`src/rtl/clt_pkg.sv`:
```
`default_nettype none

package clt_pkg;

	// Byte codes the tokenizer reacts to
	localparam logic [7:0] CH_QUOTE = 8'h22;
	localparam logic [7:0] CH_SLASH = 8'h5C;
	localparam logic [7:0] CH_SPACE = 8'h20;
	localparam logic [7:0] CH_TAB   = 8'h09;
	localparam logic [7:0] CH_NUL   = 8'h00;

	// Depth of the queue between front and back, and of the result queue
	localparam int unsigned Q_DEPTH = 2;

	// One classified input byte
	typedef struct packed {
		logic [7:0] data;
		logic       is_zero;   // end of line
		logic       is_quote;
		logic       is_slash;
		logic       is_blank;  // space or tab
		logic       is_ctl;    // unsigned value of space or below
	} item_t;

	// One result
	typedef struct packed {
		logic [7:0] slash_run;
		logic [7:0] char_out;
		logic       char_valid;
		logic       arg_end;
		logic       line_end;
		logic [9:0] arg_index;
	} result_t;

endpackage

`default_nettype wire

```
`src/rtl/command_line_tokenizer_core.sv`:
```
`default_nettype none

// Command line tokenizer.
// Input channel: drive in_byte and raise push; the byte transfers on a clock
// edge where push is high and full is low. A zero byte ends the line.
// Result channel: while empty is low the oldest result sits on slash_run,
// char_out, char_valid, arg_end, line_end and arg_index; it transfers on a
// clock edge where pop is high. The consumer appends slash_run backslashes,
// then char_out when char_valid is set. Bytes that add nothing (backslashes
// being counted, separators between arguments) give no result.
// Throughput: one byte per cycle while the consumer keeps popping. A byte is
// classified by the front end into a two-entry queue; the back end runs the
// tokenizer state on each byte and writes a two-entry result queue.
// A result is written to the result queue as the back end takes its byte.
// When the consumer stalls, the result queue fills, the back end holds, and
// full rises once the input queue is also full; nothing is dropped.
// Reset: arst_n clears both queues and the tokenizer state at once; the
// block is ready for the first byte of a new line right after reset.
module command_line_tokenizer_core #(
	parameter int unsigned MAX_SLASHES = 255,
	parameter int unsigned MAX_ARGS    = 1023
) (
	input  wire        clk,
	input  wire        arst_n,
	input  wire        push,
	output logic       full,
	input  wire  [7:0] in_byte,
	output logic       empty,
	input  wire        pop,
	output logic [7:0] slash_run,
	output logic [7:0] char_out,
	output logic       char_valid,
	output logic       arg_end,
	output logic       line_end,
	output logic [9:0] arg_index
);

	clt_pkg::item_t   fe_item;
	clt_pkg::item_t   be_item;
	clt_pkg::result_t be_res;
	clt_pkg::result_t out_res;
	logic             fe_push;
	logic             iq_full;
	logic             iq_empty;
	logic             be_take;
	logic             be_push;
	logic             rq_full;

	// Front end: classify and queue
	clt_front u_front (
		.push    (push),
		.in_byte (in_byte),
		.full    (full),
		.q_full  (iq_full),
		.q_push  (fe_push),
		.item    (fe_item)
	);

	clt_fifo #(
		.DEPTH (clt_pkg::Q_DEPTH),
		.T     (clt_pkg::item_t)
	) u_item_q (
		.clk      (clk),
		.arst_n   (arst_n),
		.push     (fe_push),
		.data_in  (fe_item),
		.full     (iq_full),
		.pop      (be_take),
		.data_out (be_item),
		.empty    (iq_empty)
	);

	// Back end: tokenizer state machine
	clt_back #(
		.MAX_SLASHES (MAX_SLASHES),
		.MAX_ARGS    (MAX_ARGS)
	) u_back (
		.clk        (clk),
		.arst_n     (arst_n),
		.item       (be_item),
		.item_valid (!iq_empty),
		.item_take  (be_take),
		.res_push   (be_push),
		.res        (be_res),
		.res_full   (rq_full)
	);

	// Result queue
	clt_fifo #(
		.DEPTH (clt_pkg::Q_DEPTH),
		.T     (clt_pkg::result_t)
	) u_res_q (
		.clk      (clk),
		.arst_n   (arst_n),
		.push     (be_push),
		.data_in  (be_res),
		.full     (rq_full),
		.pop      (pop),
		.data_out (out_res),
		.empty    (empty)
	);

	assign slash_run  = out_res.slash_run;
	assign char_out   = out_res.char_out;
	assign char_valid = out_res.char_valid;
	assign arg_end    = out_res.arg_end;
	assign line_end   = out_res.line_end;
	assign arg_index  = out_res.arg_index;

endmodule

`default_nettype wire

```
`src/rtl/clt_fifo.sv`:
```
`default_nettype none

module clt_fifo #(
	parameter int unsigned DEPTH = 2,
	parameter type T = logic
) (
	input  wire  clk,
	input  wire  arst_n,
	input  wire  push,
	input  T     data_in,
	output logic full,
	input  wire  pop,
	output T     data_out,
	output logic empty
);

	localparam int unsigned PW = (DEPTH > 1) ? $clog2(DEPTH) : 1;
	localparam int unsigned CW = $clog2(DEPTH + 1);

	T              mem_q [DEPTH];
	logic [PW-1:0] wr_ptr_q;
	logic [PW-1:0] rd_ptr_q;
	logic [CW-1:0] count_q;
	logic          do_push;
	logic          do_pop;

	assign full     = (count_q == CW'(DEPTH));
	assign empty    = (count_q == '0);
	assign do_push  = push && !full;
	assign do_pop   = pop && !empty;
	assign data_out = mem_q[rd_ptr_q];

	// Storage
	always_ff @(posedge clk) begin
		if (do_push) begin
			mem_q[wr_ptr_q] <= data_in;
		end
	end

	// Pointers and fill count
	always_ff @(posedge clk or negedge arst_n) begin
		if (!arst_n) begin
			wr_ptr_q <= '0;
			rd_ptr_q <= '0;
			count_q  <= '0;
		end else begin
			if (do_push) begin
				wr_ptr_q <= (wr_ptr_q == PW'(DEPTH - 1)) ? '0 : wr_ptr_q + PW'(1);
			end
			if (do_pop) begin
				rd_ptr_q <= (rd_ptr_q == PW'(DEPTH - 1)) ? '0 : rd_ptr_q + PW'(1);
			end
			if (do_push && !do_pop) begin
				count_q <= count_q + CW'(1);
			end else if (do_pop && !do_push) begin
				count_q <= count_q - CW'(1);
			end
		end
	end

`ifndef SYNTHESIS
	a_count_bound: assert property (@(posedge clk) disable iff (!arst_n)
		count_q <= CW'(DEPTH))
		else $error("fifo count above depth");
	a_push_grows: assert property (@(posedge clk) disable iff (!arst_n)
		(do_push && !do_pop) |=> !empty)
		else $error("fifo empty after a lone push");
	a_ptr_gap: assert property (@(posedge clk) disable iff (!arst_n)
		(empty || full) |-> (wr_ptr_q == rd_ptr_q))
		else $error("fifo pointers disagree with count");
`endif

endmodule

`default_nettype wire

```
`src/rtl/clt_front.sv`:
```
`default_nettype none

module clt_front (
	input  wire          push,
	input  wire  [7:0]   in_byte,
	output logic         full,
	input  wire          q_full,
	output logic         q_push,
	output clt_pkg::item_t item
);

	// Transfer goes straight into the queue while it has room
	assign full   = q_full;
	assign q_push = push && !q_full;

	// Classify the byte once, so the back end only tests flags
	always_comb begin
		item.data     = in_byte;
		item.is_zero  = (in_byte == clt_pkg::CH_NUL);
		item.is_quote = (in_byte == clt_pkg::CH_QUOTE);
		item.is_slash = (in_byte == clt_pkg::CH_SLASH);
		item.is_blank = (in_byte == clt_pkg::CH_SPACE) || (in_byte == clt_pkg::CH_TAB);
		item.is_ctl   = (in_byte <= clt_pkg::CH_SPACE);
	end

endmodule

`default_nettype wire

```
`src/rtl/clt_back.sv`:
```
`default_nettype none

module clt_back #(
	parameter int unsigned MAX_SLASHES = 255,
	parameter int unsigned MAX_ARGS    = 1023
) (
	input  wire             clk,
	input  wire             arst_n,
	input  clt_pkg::item_t  item,
	input  wire             item_valid,
	output logic            item_take,
	output logic            res_push,
	output clt_pkg::result_t res,
	input  wire             res_full
);

	localparam int unsigned SW = $clog2(MAX_SLASHES + 1);
	localparam int unsigned AW = $clog2(MAX_ARGS + 1);

	localparam logic [1:0] PH_START = 2'd0;
	localparam logic [1:0] PH_QNAME = 2'd1;
	localparam logic [1:0] PH_TOKEN = 2'd2;
	localparam logic [1:0] PH_GAP   = 2'd3;

	logic [1:0]    phase_q, phase_d;
	logic          inq_q, inq_d;
	logic          qp_q, qp_d;
	logic [SW-1:0] slash_q, slash_d;
	logic [AW-1:0] arg_q, arg_d;

	logic          emit, cv, ae, le;
	logic [7:0]    ch;
	logic [SW-1:0] run;
	logic [SW-1:0] n;
	logic          do_name, quoted, do_arg, arg_done, inq_l, nxt, restart;
	logic [SW+7:0] run_ext;
	logic [AW+9:0] arg_ext;

	assign item_take = item_valid && !res_full;
	assign res_push  = item_take && emit;
	assign run_ext   = {8'b0, run};
	assign arg_ext   = {10'b0, arg_q};

	always_comb begin
		res.slash_run  = run_ext[7:0];
		res.char_out   = ch;
		res.char_valid = cv;
		res.arg_end    = ae;
		res.line_end   = le;
		res.arg_index  = arg_ext[9:0];
	end

	// Next state and result for one byte
	always_comb begin
		phase_d  = phase_q;
		inq_d    = inq_q;
		qp_d     = qp_q;
		slash_d  = slash_q;
		arg_d    = arg_q;
		emit     = 1'b0;
		cv       = 1'b0;
		ae       = 1'b0;
		le       = 1'b0;
		ch       = '0;
		run      = '0;
		n        = '0;
		do_name  = 1'b0;
		quoted   = 1'b0;
		do_arg   = 1'b0;
		arg_done = 1'b0;
		inq_l    = inq_q;
		nxt      = 1'b0;
		restart  = 1'b0;

		// Dispatch on phase
		case (phase_q)
			PH_START: begin
				if (item.is_quote) begin
					phase_d = PH_QNAME;
				end else begin
					if (!item.is_ctl) begin
						phase_d = PH_TOKEN;
					end
					do_name = 1'b1;
				end
			end
			PH_QNAME: begin
				do_name = 1'b1;
				quoted  = 1'b1;
			end
			PH_TOKEN: begin
				if (arg_q == '0) begin
					do_name = 1'b1;
				end else begin
					do_arg = 1'b1;
				end
			end
			default: begin
				if (item.is_blank) begin
					// skip separators
				end else if (item.is_zero) begin
					emit    = 1'b1;
					le      = 1'b1;
					restart = 1'b1;
				end else begin
					phase_d = PH_TOKEN;
					do_arg  = 1'b1;
				end
			end
		endcase

		// Program name: no escapes
		if (do_name) begin
			emit = 1'b1;
			if (item.is_zero) begin
				ae      = 1'b1;
				le      = 1'b1;
				restart = 1'b1;
			end else if (quoted ? item.is_quote : item.is_ctl) begin
				ae  = 1'b1;
				nxt = 1'b1;
			end else begin
				ch = item.data;
				cv = 1'b1;
			end
		end

		// Later arguments: backslash and quote rules
		if (do_arg) begin
			if (qp_q) begin
				qp_d  = 1'b0;
				inq_l = 1'b0;
				inq_d = 1'b0;
				if (item.is_quote) begin
					emit     = 1'b1;
					ch       = clt_pkg::CH_QUOTE;
					cv       = 1'b1;
					arg_done = 1'b1;
				end
			end
			if (!arg_done) begin
				if (item.is_slash) begin
					if (slash_q < SW'(MAX_SLASHES)) begin
						slash_d = slash_q + SW'(1);
					end
				end else begin
					n       = slash_q;
					slash_d = '0;
					if (item.is_quote) begin
						if (n[0]) begin
							emit = 1'b1;
							run  = n >> 1;
							ch   = clt_pkg::CH_QUOTE;
							cv   = 1'b1;
						end else begin
							if (inq_l) begin
								qp_d = 1'b1;
							end else begin
								inq_d = 1'b1;
							end
							if ((n >> 1) != '0) begin
								emit = 1'b1;
								run  = n >> 1;
							end
						end
					end else if (item.is_zero) begin
						emit    = 1'b1;
						run     = n;
						ae      = 1'b1;
						le      = 1'b1;
						restart = 1'b1;
					end else if (!inq_l && item.is_blank) begin
						emit = 1'b1;
						run  = n;
						ae   = 1'b1;
						nxt  = 1'b1;
					end else begin
						emit = 1'b1;
						run  = n;
						ch   = item.data;
						cv   = 1'b1;
					end
				end
			end
		end

		// Argument finished
		if (nxt) begin
			if (arg_q < AW'(MAX_ARGS)) begin
				arg_d = arg_q + AW'(1);
			end
			phase_d = PH_GAP;
			inq_d   = 1'b0;
			qp_d    = 1'b0;
			slash_d = '0;
		end

		// Line finished: back to reset state
		if (restart) begin
			phase_d = PH_START;
			inq_d   = 1'b0;
			qp_d    = 1'b0;
			slash_d = '0;
			arg_d   = '0;
		end
	end

	// Tokenizer state
	always_ff @(posedge clk or negedge arst_n) begin
		if (!arst_n) begin
			phase_q <= PH_START;
			inq_q   <= 1'b0;
			qp_q    <= 1'b0;
			slash_q <= '0;
			arg_q   <= '0;
		end else if (item_take) begin
			phase_q <= phase_d;
			inq_q   <= inq_d;
			qp_q    <= qp_d;
			slash_q <= slash_d;
			arg_q   <= arg_d;
		end
	end

`ifndef SYNTHESIS
	a_line_restart: assert property (@(posedge clk) disable iff (!arst_n)
		(res_push && res.line_end) |=>
		(phase_q == PH_START && arg_q == '0 && slash_q == '0 && !inq_q && !qp_q))
		else $error("state not cleared after line end");
	a_pending_quoted: assert property (@(posedge clk) disable iff (!arst_n)
		qp_q |-> (inq_q && phase_q == PH_TOKEN))
		else $error("quote pending outside a quoted token");
	a_slash_sat: assert property (@(posedge clk) disable iff (!arst_n)
		slash_q <= SW'(MAX_SLASHES))
		else $error("backslash count above saturation");
	a_no_overrun: assert property (@(posedge clk) disable iff (!arst_n)
		res_push |-> !res_full)
		else $error("result pushed into full queue");
`endif

endmodule

`default_nettype wire

```
`config.mk`:
```
export PLATFORM = sky130hd
export DESIGN_NAME = command_line_tokenizer_core
export DESIGN_NICKNAME = d
export VERILOG_FILES = /design/src/rtl/clt_pkg.sv /design/src/rtl/command_line_tokenizer_core.sv /design/src/rtl/clt_fifo.sv /design/src/rtl/clt_front.sv /design/src/rtl/clt_back.sv
export SDC_FILE = /design/constraint.sdc
export NUM_CORES = 1
export LEC_CHECK = 0
export ABC_AREA = 1
export BUFFER_PORTS_ARGS = -buffer_cell sky130_fd_sc_hd__buf_2
export CAP_MARGIN = 25
export CORE_MARGIN = 2
export CORE_UTILIZATION = 60
export CTS_CLUSTER_DIAMETER = 150
export DETAILED_ROUTE_END_ITERATION = 12
export PLACE_DENSITY = 0.83
export REMOVE_ABC_BUFFERS = 1
export SKIP_LAST_GASP = 1
export SLEW_MARGIN = 20
export SYNTH_ARGS = -nofsm -noshare
export SYNTH_HDL_FRONTEND = slang
export SYNTH_HIERARCHICAL = 1
export SYNTH_SLANG_ARGS = --single-unit
export TNS_END_PERCENT = 100
```
`constraint.sdc`:
```
create_clock -name clk -period 4.3 [get_ports clk]
set_clock_uncertainty 0.15 [all_clocks]
set_input_delay 0.645 -clock clk [delete_from_list [all_inputs] [get_ports clk]]
set_output_delay 0.645 -clock clk [all_outputs]
set_load 0.01 [all_outputs]
```
==> impl_metrics.py, run 1 <==
metrics = {
    "synthesis": {
        "synth_seq_area_share_pct": 56.37,
        "ys.flop_type": "edfxtp_1",
        "synth.avg_cell_area_um2": 8.975,
        "yosysUniqueCellTypes": 33,
        "ys_ff_latch": 114,
        "async_flop_share_pct": 26.32,
        "synth_edf_count": 84,
        "synthCells": 647,
        "syn_area_um2": 5807,
        "yosysWarnings": 6,
    },
    "status": {
        "status": "completed",
    },
    "sta": {
        "slew_headroom_pct": 53.04,
        "worst_pin_slew_ns": 0.7044,
        "slew_viol_final": 0,
        "hold_viol": 0,
        "hold_ws_ns": 0.02955,
        "min_period_ns": 3.380,
        "setup_tns_ns": 0,
        "period_share_pct": 78.60,
        "rsz0062_at_grt": "no",
        "setup_viol": 0,
        "max_freq_mhz": 295.9,
    },
    "floorplan": {
        "die_w_um": 102.4,
        "rows": 35,
        "ioPinCount": 43,
        "fp.dieH_um": 102.4,
        "core_area_um2": 9328,
        "start_util_pct": 62.25,
        "die_area_um2": 10480,
    },
    "critical_path": {
        "reg2reg_slack_ns": 0.92,
        "cp.required_ns": 4.31,
        "cp_common_cell": "nand2_1",
        "cp-start-kind": "register",
        "cp-end-kind": "register",
        "cp_cell_sequence": "inv_2, nand2_1, nand2_1, o21ai_0, nand2_1, nand2_2, a21oi_1, a21oi_1, inv_1, nor2_2, nand2_1, inv_1, buf_4",
        "crit_path_top_delay_cell": "dfrtp_1",
        "worstPathMaxFanout": 29,
        "path_class": "register to register",
        "max_stage_delay_ns": 0.62,
        "path_delay_family": "simple AND/OR/NAND/NOR gates",
        "crit_buf_inv": 4,
        "crit_arrival_ns": 3.39,
    },
    "grt": {
        "antenna_found_initial": 0,
        "grt_pass1_wl_mm": 20.04,
        "grt_usage_pct": 25.07,
        "grt_pass1_vias": 4408,
        "grt-ovfl-total": 0,
        "grt_start_max_net_pins": 31,
    },
    "clocking": {
        "cts_tree": "done",
        "cts.repair.resized": 0,
        "clock_latency_ns": 0.51,
        "cts_buffer_depth": 2,
        "cts_hold_buf": 0,
        "htree_levels": 4,
        "cts_buffers": 17,
        "postCtsSetupRepairBufs": 0,
        "clock-sinks": 114,
        "clockRootBuffer": "clkbuf_8",
        "path_clk_slew_ns": 0.06,
    },
    "placement": {
        "place.gp.congestion": 0.9541,
        "place_area_um2": 6025,
        "hpwl_mm": 7.763,
        "io_buffers": 42,
    },
    "cells_and_area": {
        "syn_to_final_growth_pct": 14.61,
        "antenna_cells": 0,
        "final_area_um2": 6655,
        "fin_util_pct": 71.35,
        "final_nets": 706,
        "layout-drive-gt1-share_pct": 18.48,
    },
    "power": {
        "power_density_nw_per_um2": 828.6,
        "leakagePower_nw": 3.087,
        "ir_drop_mv": 0.4853,
        "p_total_mw": 5.514,
    },
    "worst_hold_path": {
        "hold_class": "primary input to asynchronous set/reset pin",
    },
    "run": {
        "max_cap_violations": 0,
    },
    "drt": {
        "dr_total_vias": 4509,
        "first_pass_iters": 5,
        "wire_per_inst_um": 14.73,
        "vias_per_cell": 5.452,
        "drc_errors": 0,
        "antenna_left": 0,
        "wl_mm": 12.18,
        "drt_iter0_markers": 396,
    },
}
cells in the mapped netlist (4+ instances only):
library cell | n | area [um^2]
nand2_1 | 235 | 882.1
edfxtp_1 | 84 | 2522
inv_1 | 68 | 255.2
nor2_1 | 47 | 176.4
dfrtp_1 | 30 | 750.7
nand3_1 | 26 | 130.1
nor2_2 | 21 | 131.4
nand4_1 | 20 | 125.1
buf_4 | 15 | 112.6
inv_2 | 14 | 52.55
a21oi_1 | 9 | 45.04
ha_1 | 9 | 112.6
xor2_1 | 9 | 78.83
buf_2 | 8 | 40.04
o21ai_0 | 8 | 40.04
nand2_2 | 7 | 43.79
a211oi_1 | 5 | 37.54
nand2_4 | 5 | 56.30
xnor2_1 | 4 | 35.03
final timing paths:
| path | cells past startpoint | to | from |
|---|---|---|---|
| setup reg to reg | 13 | u_res_q/mem_q[0][8] | u_item_q/rd_ptr_q |
| max in group asynchronous | 1 | u_item_q/rd_ptr_q | arst_n |
| hold / removal | 1 | u_back/arg_q[7] | arst_n |
| hold reg to reg | 2 | u_item_q/wr_ptr_q | u_item_q/wr_ptr_q |
| min in group clk | 1 | u_item_q/mem_q[0][12] | in_byte[7] |
| setup / recovery | 13 | u_res_q/mem_q[0][8] | u_item_q/rd_ptr_q |
cell usage in the layout, fill, tap and decap left out, types with 2 or more instances in the layout:
master / n
edfxtp_1: 84
clkbuf_8: 2
o21ai_0: 8
a21oi_1: 9
buf_4: 5
nand3_1: 26
buf_2: 42
nand2_4: 5
nand2_1: 235
ha_1: 9
clkbuf_16: 16
xnor2_1: 4
xor2_1: 9
a211oi_1: 5
nor2_2: 22
nor4_1: 2
clkbuf_1: 3
inv_1: 68
nor3_1: 3
nand2_2: 7
inv_2: 14
nand3b_1: 2
nand4_1: 20
clkinv_2: 5
o21ai_1: 3
nor2_1: 46
bufinv_16: 5
dfrtp_1: 30
through the flow:
stage	instances	setup WS, ns
floorplan	619	0.6955
global placement	794	1.188
detailed placement	794	1.014
CTS	826	0.9963
global route	827	0.5341
finish	827	0.9200
layer usage:
metal	part of all wire [%]	routed length, um	global-route usage, %
met1	40	4918	29.02
met2	52	6346	44.18
met3	5.4	652	6.088
met4	2.1	261	11.28
met5	0	0	0
flip-flops by register name, indices dropped and copies added (netlist names):
register and count:
u_res_q/mem_q 58, u_item_q/mem_q 26, u_back/arg_q 10, u_back/slash_q 8
u_back/phase_q 2, u_item_q/count_q 2, u_res_q/count_q 2, u_back/inq_q 1
u_back/qp_q 1, u_item_q/rd_ptr_q 1, u_item_q/wr_ptr_q 1, u_res_q/rd_ptr_q 1
u_res_q/wr_ptr_q 1
area by class of cell:
| type | instances | area (um^2) |
|---|---|---|
| multi-input combinational | 422 | 2036 |
| fill | 666 | 2673 |
| timing repair buffer | 47 | 247.7 |
| sequential | 114 | 3273 |
| clock buffer | 21 | 439.2 |
| tap | 129 | 161.4 |
| clock inverter | 11 | 183.9 |
| inverter | 83 | 314.1 |
power breakdown:
part	internal, mW	switching [mW]	total, mW
logic	0.652	1.55	2.20
clock network	1.01	0.476	1.49
registers	1.65	0.179	1.83
total	3.31	2.20	5.51
cell families (layout without fill, tap and decap cells):
logic type                 after synthesis  count (layout)  share of synthesized area, %
and+or+nand+nor                        373             373                         28.46
xor gates and xnor gates                13              13                         1.961
buffers and inverters                  111             162                         8.619
AOI/OAI and AO/OA                       27              27                         2.650
adders and majority gates                9               9                         1.939
DFF                                    114             114                         56.37
No activity file was read; power rests on OpenSTA's default activity.
==> run 2: changes to the inputs <==
--- a/config.mk
+++ b/config.mk
@@ -5,14 +5,14 @@
 export SDC_FILE = /design/constraint.sdc
 export NUM_CORES = 1
 export LEC_CHECK = 0
-export ABC_AREA = 1
+export ABC_AREA = 0
 export BUFFER_PORTS_ARGS = -buffer_cell sky130_fd_sc_hd__buf_2
 export CAP_MARGIN = 25
 export CORE_MARGIN = 2
-export CORE_UTILIZATION = 60
+export CORE_UTILIZATION = 54
 export CTS_CLUSTER_DIAMETER = 150
 export DETAILED_ROUTE_END_ITERATION = 12
-export PLACE_DENSITY = 0.83
+export PLACE_DENSITY = 0.79
 export REMOVE_ABC_BUFFERS = 1
 export SKIP_LAST_GASP = 1
 export SLEW_MARGIN = 20
==> constraint.sdc (replaced) <==
create_clock -name clk -period 2.8 [get_ports clk]
set_clock_uncertainty 0.15 [all_clocks]
set_input_delay 0.42 -clock clk [delete_from_list [all_inputs] [get_ports clk]]
set_output_delay 0.42 -clock clk [all_outputs]
set_load 0.01 [all_outputs]
==> run 2 against run 1 <==
Against the previous run: final cell count shrank 20%; utilization shrank 2.9 points; via count shrank 18%; worst setup slack lost 0.94 ns; count of clock-buffer cells in the layout grew 1; the flow now finishes with violations (setup timing).
==> impl_metrics.py, run 2 <==
metrics = {
    "critical_path": {
        "crit_arrival_ns": 3.10,
        "crit_buf_inv": 2,
        "worstPathMaxFanout": 5,
        "cp_cell_sequence": "buf_12, mux2_4, or4b_4, a31oi_4, nand2_2, a2111oi_4, buf_6, a41oi_1, a31oi_1",
        "max_stage_delay_ns": 0.50,
        "cp.required_ns": 3.08,
        "path_delay_family": "compound AO/OA/AOI/OAI gates",
        "crit_path_top_delay_cell": "or4b_4",
        "cp-start-kind": "register",
        "cp-end-kind": "register",
        "path_class": "register to register",
    },
    "clocking": {
        "cts_tree": "done",
        "cts_buffers": 17,
        "clock_latency_ns": 0.51,
        "cts_buffer_depth": 2,
        "clockRootBuffer": "clkbuf_8",
        "htree_levels": 4,
        "path_clk_slew_ns": 0.06,
        "clock-sinks": 114,
    },
    "grt": {
        "antenna_found_initial": 0,
        "grt_usage_pct": 19.81,
        "grt_pass1_vias": 3557,
        "grt_pass1_wl_mm": 17.45,
        "grt-ovfl-total": 0,
        "grt_start_max_net_pins": 31,
    },
    "synthesis": {
        "async_flop_share_pct": 26.32,
        "yosysTopAreaCell": "edfxtp_1",
        "synth.avg_cell_area_um2": 13.45,
        "yosysUniqueCellTypes": 64,
        "yosysWarnings": 6,
        "synth_area_leaders": "edfxtp_1 44%, dfrtp_1 13%, mux2_4 10%",
        "synth_edf_count": 84,
        "yosysMostFrequentCell": "edfxtp_1",
        "ys_ff_latch": 114,
        "ys.flop_type": "edfxtp_1",
        "ys_top_cells_by_count": "84 x edfxtp_1, 38 x mux2_4, 30 x dfrtp_1, 26 x nor2_1, 24 x nand2_1",
        "synthCells": 423,
        "yosysTopAreaCellShare_pct": 44.34,
        "synth_seq_area_share_pct": 57.53,
        "syn_area_um2": 5689,
    },
    "floorplan": {
        "die_w_um": 106.6,
        "core_area_um2": 10280,
        "start_util_pct": 55.36,
        "rows": 37,
        "fp.dieH_um": 106.6,
        "die_area_um2": 11370,
        "ioPinCount": 43,
    },
    "cells_and_area": {
        "syn_to_final_growth_pct": 23.71,
        "antenna_cells": 0,
        "layout_common_cells": "84 x edfxtp_1, 43 x buf_2, 41 x buf_4",
        "largestRegisters": "u_res_q/mem_q x58, u_item_q/mem_q x26, u_back/arg_q x10",
        "layout_commonest_cell": "edfxtp_1",
        "largest_register": "u_res_q/mem_q",
        "final_nets": 534,
        "layout-drive-gt1-share_pct": 35.93,
        "largest_reg_flops": 58,
        "final_area_um2": 7038,
    },
    "drt": {
        "wl_mm": 11.20,
        "wire_per_inst_um": 16.91,
        "vias_per_cell": 5.592,
        "antenna_left": 0,
        "drc_errors": 0,
        "dr_total_vias": 3702,
        "first_pass_iters": 5,
        "drt_iter0_markers": 214,
    },
    "sta": {
        "slew_viol_final": 0,
        "max_freq_mhz": 354.5,
        "setup_viol": 4,
        "hold_viol": 0,
        "worst_pin_slew_ns": 0.7340,
        "rsz0062_at_grt": "yes",
        "slew_headroom_pct": 50.90,
        "period_share_pct": 100.8,
        "min_period_ns": 2.821,
        "worst_slack_ns": -0.02106,
    },
    "placement": {
        "hpwl_mm": 6.971,
        "place_area_um2": 6152,
        "io_buffers": 42,
        "place.gp.congestion": 0.9015,
        "dp_slack_ns": -0.1340,
    },
    "power": {
        "p_total_mw": 8.716,
        "ir_drop_mv": 0.7199,
        "leakagePower_nw": 2.948,
        "power_density_nw_per_um2": 1238,
    },
    "status": {
        "violations": "setup timing",
        "status": "finished, violations left",
    },
    "worst_hold_path": {
        "hold_class": "primary input to register",
    },
    "run": {
        "max_cap_violations": 0,
    },
}
## run 2: where the power goes
group	internal (mW)	switching (mW)
Clock	1.39	0.727
Sequential	2.45	0.291
Combinational	1.89	1.96
Total	5.74	2.98
## run 2: layout make-up
type,count,area (um^2)
Clock buffer,22,452.9
Clock inverter,10,133.9
Fill cell,709,3239
Inverter,16,60.06
Multi-Input combinational cell,267,2236
Sequential cell,114,3276
Tap cell,136,170.2
Timing Repair Buffer,97,709.4
## run 2: stage by stage
step / util [%] / setup TNS, ns / hold WS, ns / cells
after CTS: 66.40 / 0 / 0.002848 / 643
final: 68.48 / -0.04331 / 0.01292 / 662
after global routing: 68.48 / -0.6148 / 0.01304 / 662
after detailed placement: 59.86 / -1.380 / 0.3425 / 604
after floorplan: - / -49.83 / -0.02559 / 397
after global placement: 59.86 / -0.02690 / 0.3294 / 604
## run 2: per-layer routing
metal / wire length, um / vias up / global-route usage (%)
met5: 0 / - / 0
met4: 186 / 0 / 8.534
met3: 542 / 20 / 4.134
met2: 5756 / 114 / 32.80
met1: 4712 / 1805 / 25.34
li1: - / 1763 / -
## run 2: path summary, 6_finish.rpt
kind,startpoint,endpoint,slack [ns],depth (start not counted)
setup reg to reg,u_item_q/rd_ptr_q,u_back/arg_q[3],-0.02,9
hold reg to reg,u_item_q/wr_ptr_q,u_item_q/wr_ptr_q,0.35,1
min in group asynchronous,arst_n,u_res_q/count_q[0],0.35,2
max in group asynchronous,arst_n,u_item_q/rd_ptr_q,1.65,2
hold / removal,in_byte[6],u_item_q/mem_q[1][11],0.01,1
setup / recovery,u_item_q/rd_ptr_q,u_back/arg_q[3],-0.02,9
## run 2: cells by family (layout without fill, tap and decap cells)
family	count (synthesis)	count (layout)	share of synthesized area, %
AOI/OAI and AO/OA	75	75	9.963
xor gates and xnor gates	10	10	1.539
DFF	114	114	57.53
and+or+nand+nor	120	120	12.01
buffers and inverters	42	145	4.157
adders and majority gates	9	9	1.979
muxes	53	53	12.82
## run 2: timing repair
| item | in CTS | in global routing |
|---|---|---|
| hold buffers | 4 | 0 |
| pin swaps | 1 | 8 |
| setup endpoints to repair | 29 | 85 |
| gates resized for setup | 5 | 17 |
| cloned | 0 | 3 |
| buffers inserted | 3 | 17 |
| endpoints found under the hold margin | 36 | 0 |
==> run 3: changes to the inputs <==
--- a/config.mk
+++ b/config.mk
@@ -5,7 +5,7 @@
 export SDC_FILE = /design/constraint.sdc
 export NUM_CORES = 1
 export LEC_CHECK = 0
-export ABC_AREA = 0
+export ABC_AREA = 1
 export BUFFER_PORTS_ARGS = -buffer_cell sky130_fd_sc_hd__buf_2
 export CAP_MARGIN = 25
 export CORE_MARGIN = 2
==> run 3 against run 2 <==
Against the previous run: final cell count increased by 28%; the flow now finishes without violations; first-iteration DRC count up 64%; global-route usage increased by 2.3 points; via count increased by 20%; cell area shrank 3.8%; clock power about the same; highest routed layer unchanged; combinational power is 10% lower.
==> impl_metrics.py, run 3 (synthesized netlist as in run 1, its figures left out) <==
metrics = {
    "drt": {
        "wl_mm": 11.97,
        "first_pass_iters": 5,
        "vias_per_cell": 5.244,
        "drt_iter0_markers": 351,
        "drc_errors": 0,
        "antenna_left": 0,
        "dr_total_vias": 4452,
        "wire_per_inst_um": 14.10,
    },
    "critical_path": {
        "cp_common_cell": "nand2_1",
        "cp_cell_sequence": "buf_4, nand2_1, nand2_1, o21ai_1, nand2_1, nand2_2, a21oi_1, a21oi_1, inv_1, nor2_2, nand2_1, inv_1, buf_4",
        "crit_path_top_delay_cell": "dfrtp_1",
        "cp.required_ns": 2.86,
        "crit_arrival_ns": 2.63,
        "cp-end-kind": "register",
        "max_stage_delay_ns": 0.43,
        "cp-start-kind": "register",
        "worstPathMaxFanout": 13,
        "reg2reg_from": "u_item_q/rd_ptr_q",
        "r2r_end": "u_res_q/mem_q[0][17]",
        "rr_worst_depth": 13,
        "cp-startpoint": "u_item_q/rd_ptr_q",
        "path_class": "register to register",
        "reg2reg_slack_ns": 0.23,
        "endpoint": "u_res_q/mem_q[0][17]",
    },
    "grt": {
        "grt_pass1_wl_mm": 19.67,
        "grt_usage_pct": 22.13,
        "grt-ovfl-total": 0,
        "grt_start_max_net_pins": 31,
        "grt_pass1_vias": 4358,
        "antenna_found_initial": 0,
    },
    "sta": {
        "min_period_ns": 2.571,
        "max_freq_mhz": 389.0,
        "rsz0062_at_grt": "no",
        "slew_viol_final": 0,
        "worst_pin_slew_ns": 0.7314,
        "slew_headroom_pct": 51.24,
        "setup_viol": 0,
        "worst_slack_ns": 0.2295,
        "period_share_pct": 91.80,
        "hold_ws_ns": 0.1979,
        "hold_viol": 0,
        "setup_tns_ns": 0,
    },
    "cells_and_area": {
        "largest_register": "u_res_q/mem_q",
        "largestRegisters": "u_res_q/mem_q x58, u_item_q/mem_q x26, u_back/arg_q x10",
        "layout-drive-gt1-share_pct": 18.79,
        "layout_common_cells": "235 x nand2_1, 84 x edfxtp_1, 68 x inv_1",
        "syn_to_final_growth_pct": 16.57,
        "antenna_cells": 0,
        "layout_commonest_cell": "nand2_1",
        "fin_cells": 849,
        "largest_reg_flops": 58,
        "final_nets": 721,
    },
    "power": {
        "ir_drop_mv": 0.6147,
        "power_density_nw_per_um2": 1230,
        "leakagePower_nw": 3.110,
        "p_total_mw": 8.324,
    },
    "placement": {
        "dp_cells": 807,
        "hpwl_mm": 7.847,
        "dp_slack_ns": 0.2211,
        "io_buffers": 42,
        "place.gp.congestion": 0.9429,
    },
    "run": {
        "max_cap_violations": 0,
    },
    "clocking": {
        "clock_latency_ns": 0.52,
        "cts_buffer_depth": 2,
        "cts_tree": "done",
        "clock-sinks": 114,
        "htree_levels": 4,
        "clockRootBuffer": "clkbuf_8",
        "path_clk_slew_ns": 0.06,
        "postCtsSetupRepairBufs": 0,
        "cts_buffers": 17,
    },
    "floorplan": {
        "start_util_pct": 56.00,
        "ioPinCount": 43,
        "rows": 37,
        "die_w_um": 107.7,
        "die_area_um2": 11600,
        "core_area_um2": 10370,
        "fp.dieH_um": 107.7,
    },
    "worst_hold_path": {
        "hold_class": "primary input to register",
    },
    "status": {
        "status": "completed",
    },
}
-- run 3: cell count changes in the layout (fill, tap and decap cells not counted), sizes merged, moves of 7 or more --
cell | previous run | this run
mux2i | 8 | 0
nor2b | 7 | 0
nor2 | 26 | 69
mux2 | 45 | 0
nand4 | 3 | 20
buf | 91 | 52
and3 | 8 | 0
nand2b | 8 | 0
inv | 16 | 84
nand3 | 10 | 28
nand2 | 25 | 248
o21ai | 22 | 11
a31oi | 8 | 0
-- run 3: layout make-up --
cell class,instances,area [um^2]
Tap cell,136,170.2
Timing Repair Buffer,62,392.9
Sequential cell,114,3273
Clock buffer,18,417.9
Clock inverter,14,165.2
Multi-Input combinational cell,422,2036
Inverter,83,314.1
Fill cell,812,3601
-- run 3: how the worst min path moves through the flow --
stage	from	to	slack (ns)	depth (start not counted)
finish	push	u_item_q/wr_ptr_q	0.20	6
global placement	u_item_q/wr_ptr_q	u_item_q/wr_ptr_q	0.31	2
floorplan	arst_n	u_back/arg_q[0]	-0.03	0
detailed placement	u_res_q/wr_ptr_q	u_res_q/wr_ptr_q	0.32	2
global route	push	u_item_q/wr_ptr_q	0.21	6
CTS	push	u_item_q/wr_ptr_q	0.16	6
-- run 3: layer usage --
layer	wire length [um]	global-route usage, %
met5	0	0
met4	255	10.53
met3	616	5.630
met2	6116	37.87
met1	4985	25.98
-- run 3: worst max-delay path, delay by kind of cell (launching register included) --
kind,cells,cell delay [ns]
AO/OA/AOI/OAI,3,0.45
buffers and inverters,4,0.58
flip-flops,1,0.43
AND/OR/NAND/NOR,6,0.66
-- run 3: stage by stage --
stage | utilization (%) | cell area [um^2]
2_1_floorplan | - | 5620
3_3_place_gp | 58.61 | 6078
3_5_place_dp | 58.61 | 6078
4_1_cts | 65.20 | 6761
5_1_grt | 65.28 | 6769
6_report | 65.28 | 6769
-- run 3: where the power goes --
part	internal [mW]	total [mW]	switching, mW
Sequential	2.53	2.77	0.241
Clock	1.35	2.10	0.756
Combinational	1.07	3.45	2.38
-- run 3: timing repair --
action | CTS | global route
resized for setup | 0 | 3
endpoints found under the setup margin | 0 | 46
hold buffers | 10 | 0
endpoints found under the hold margin | 47 | 0
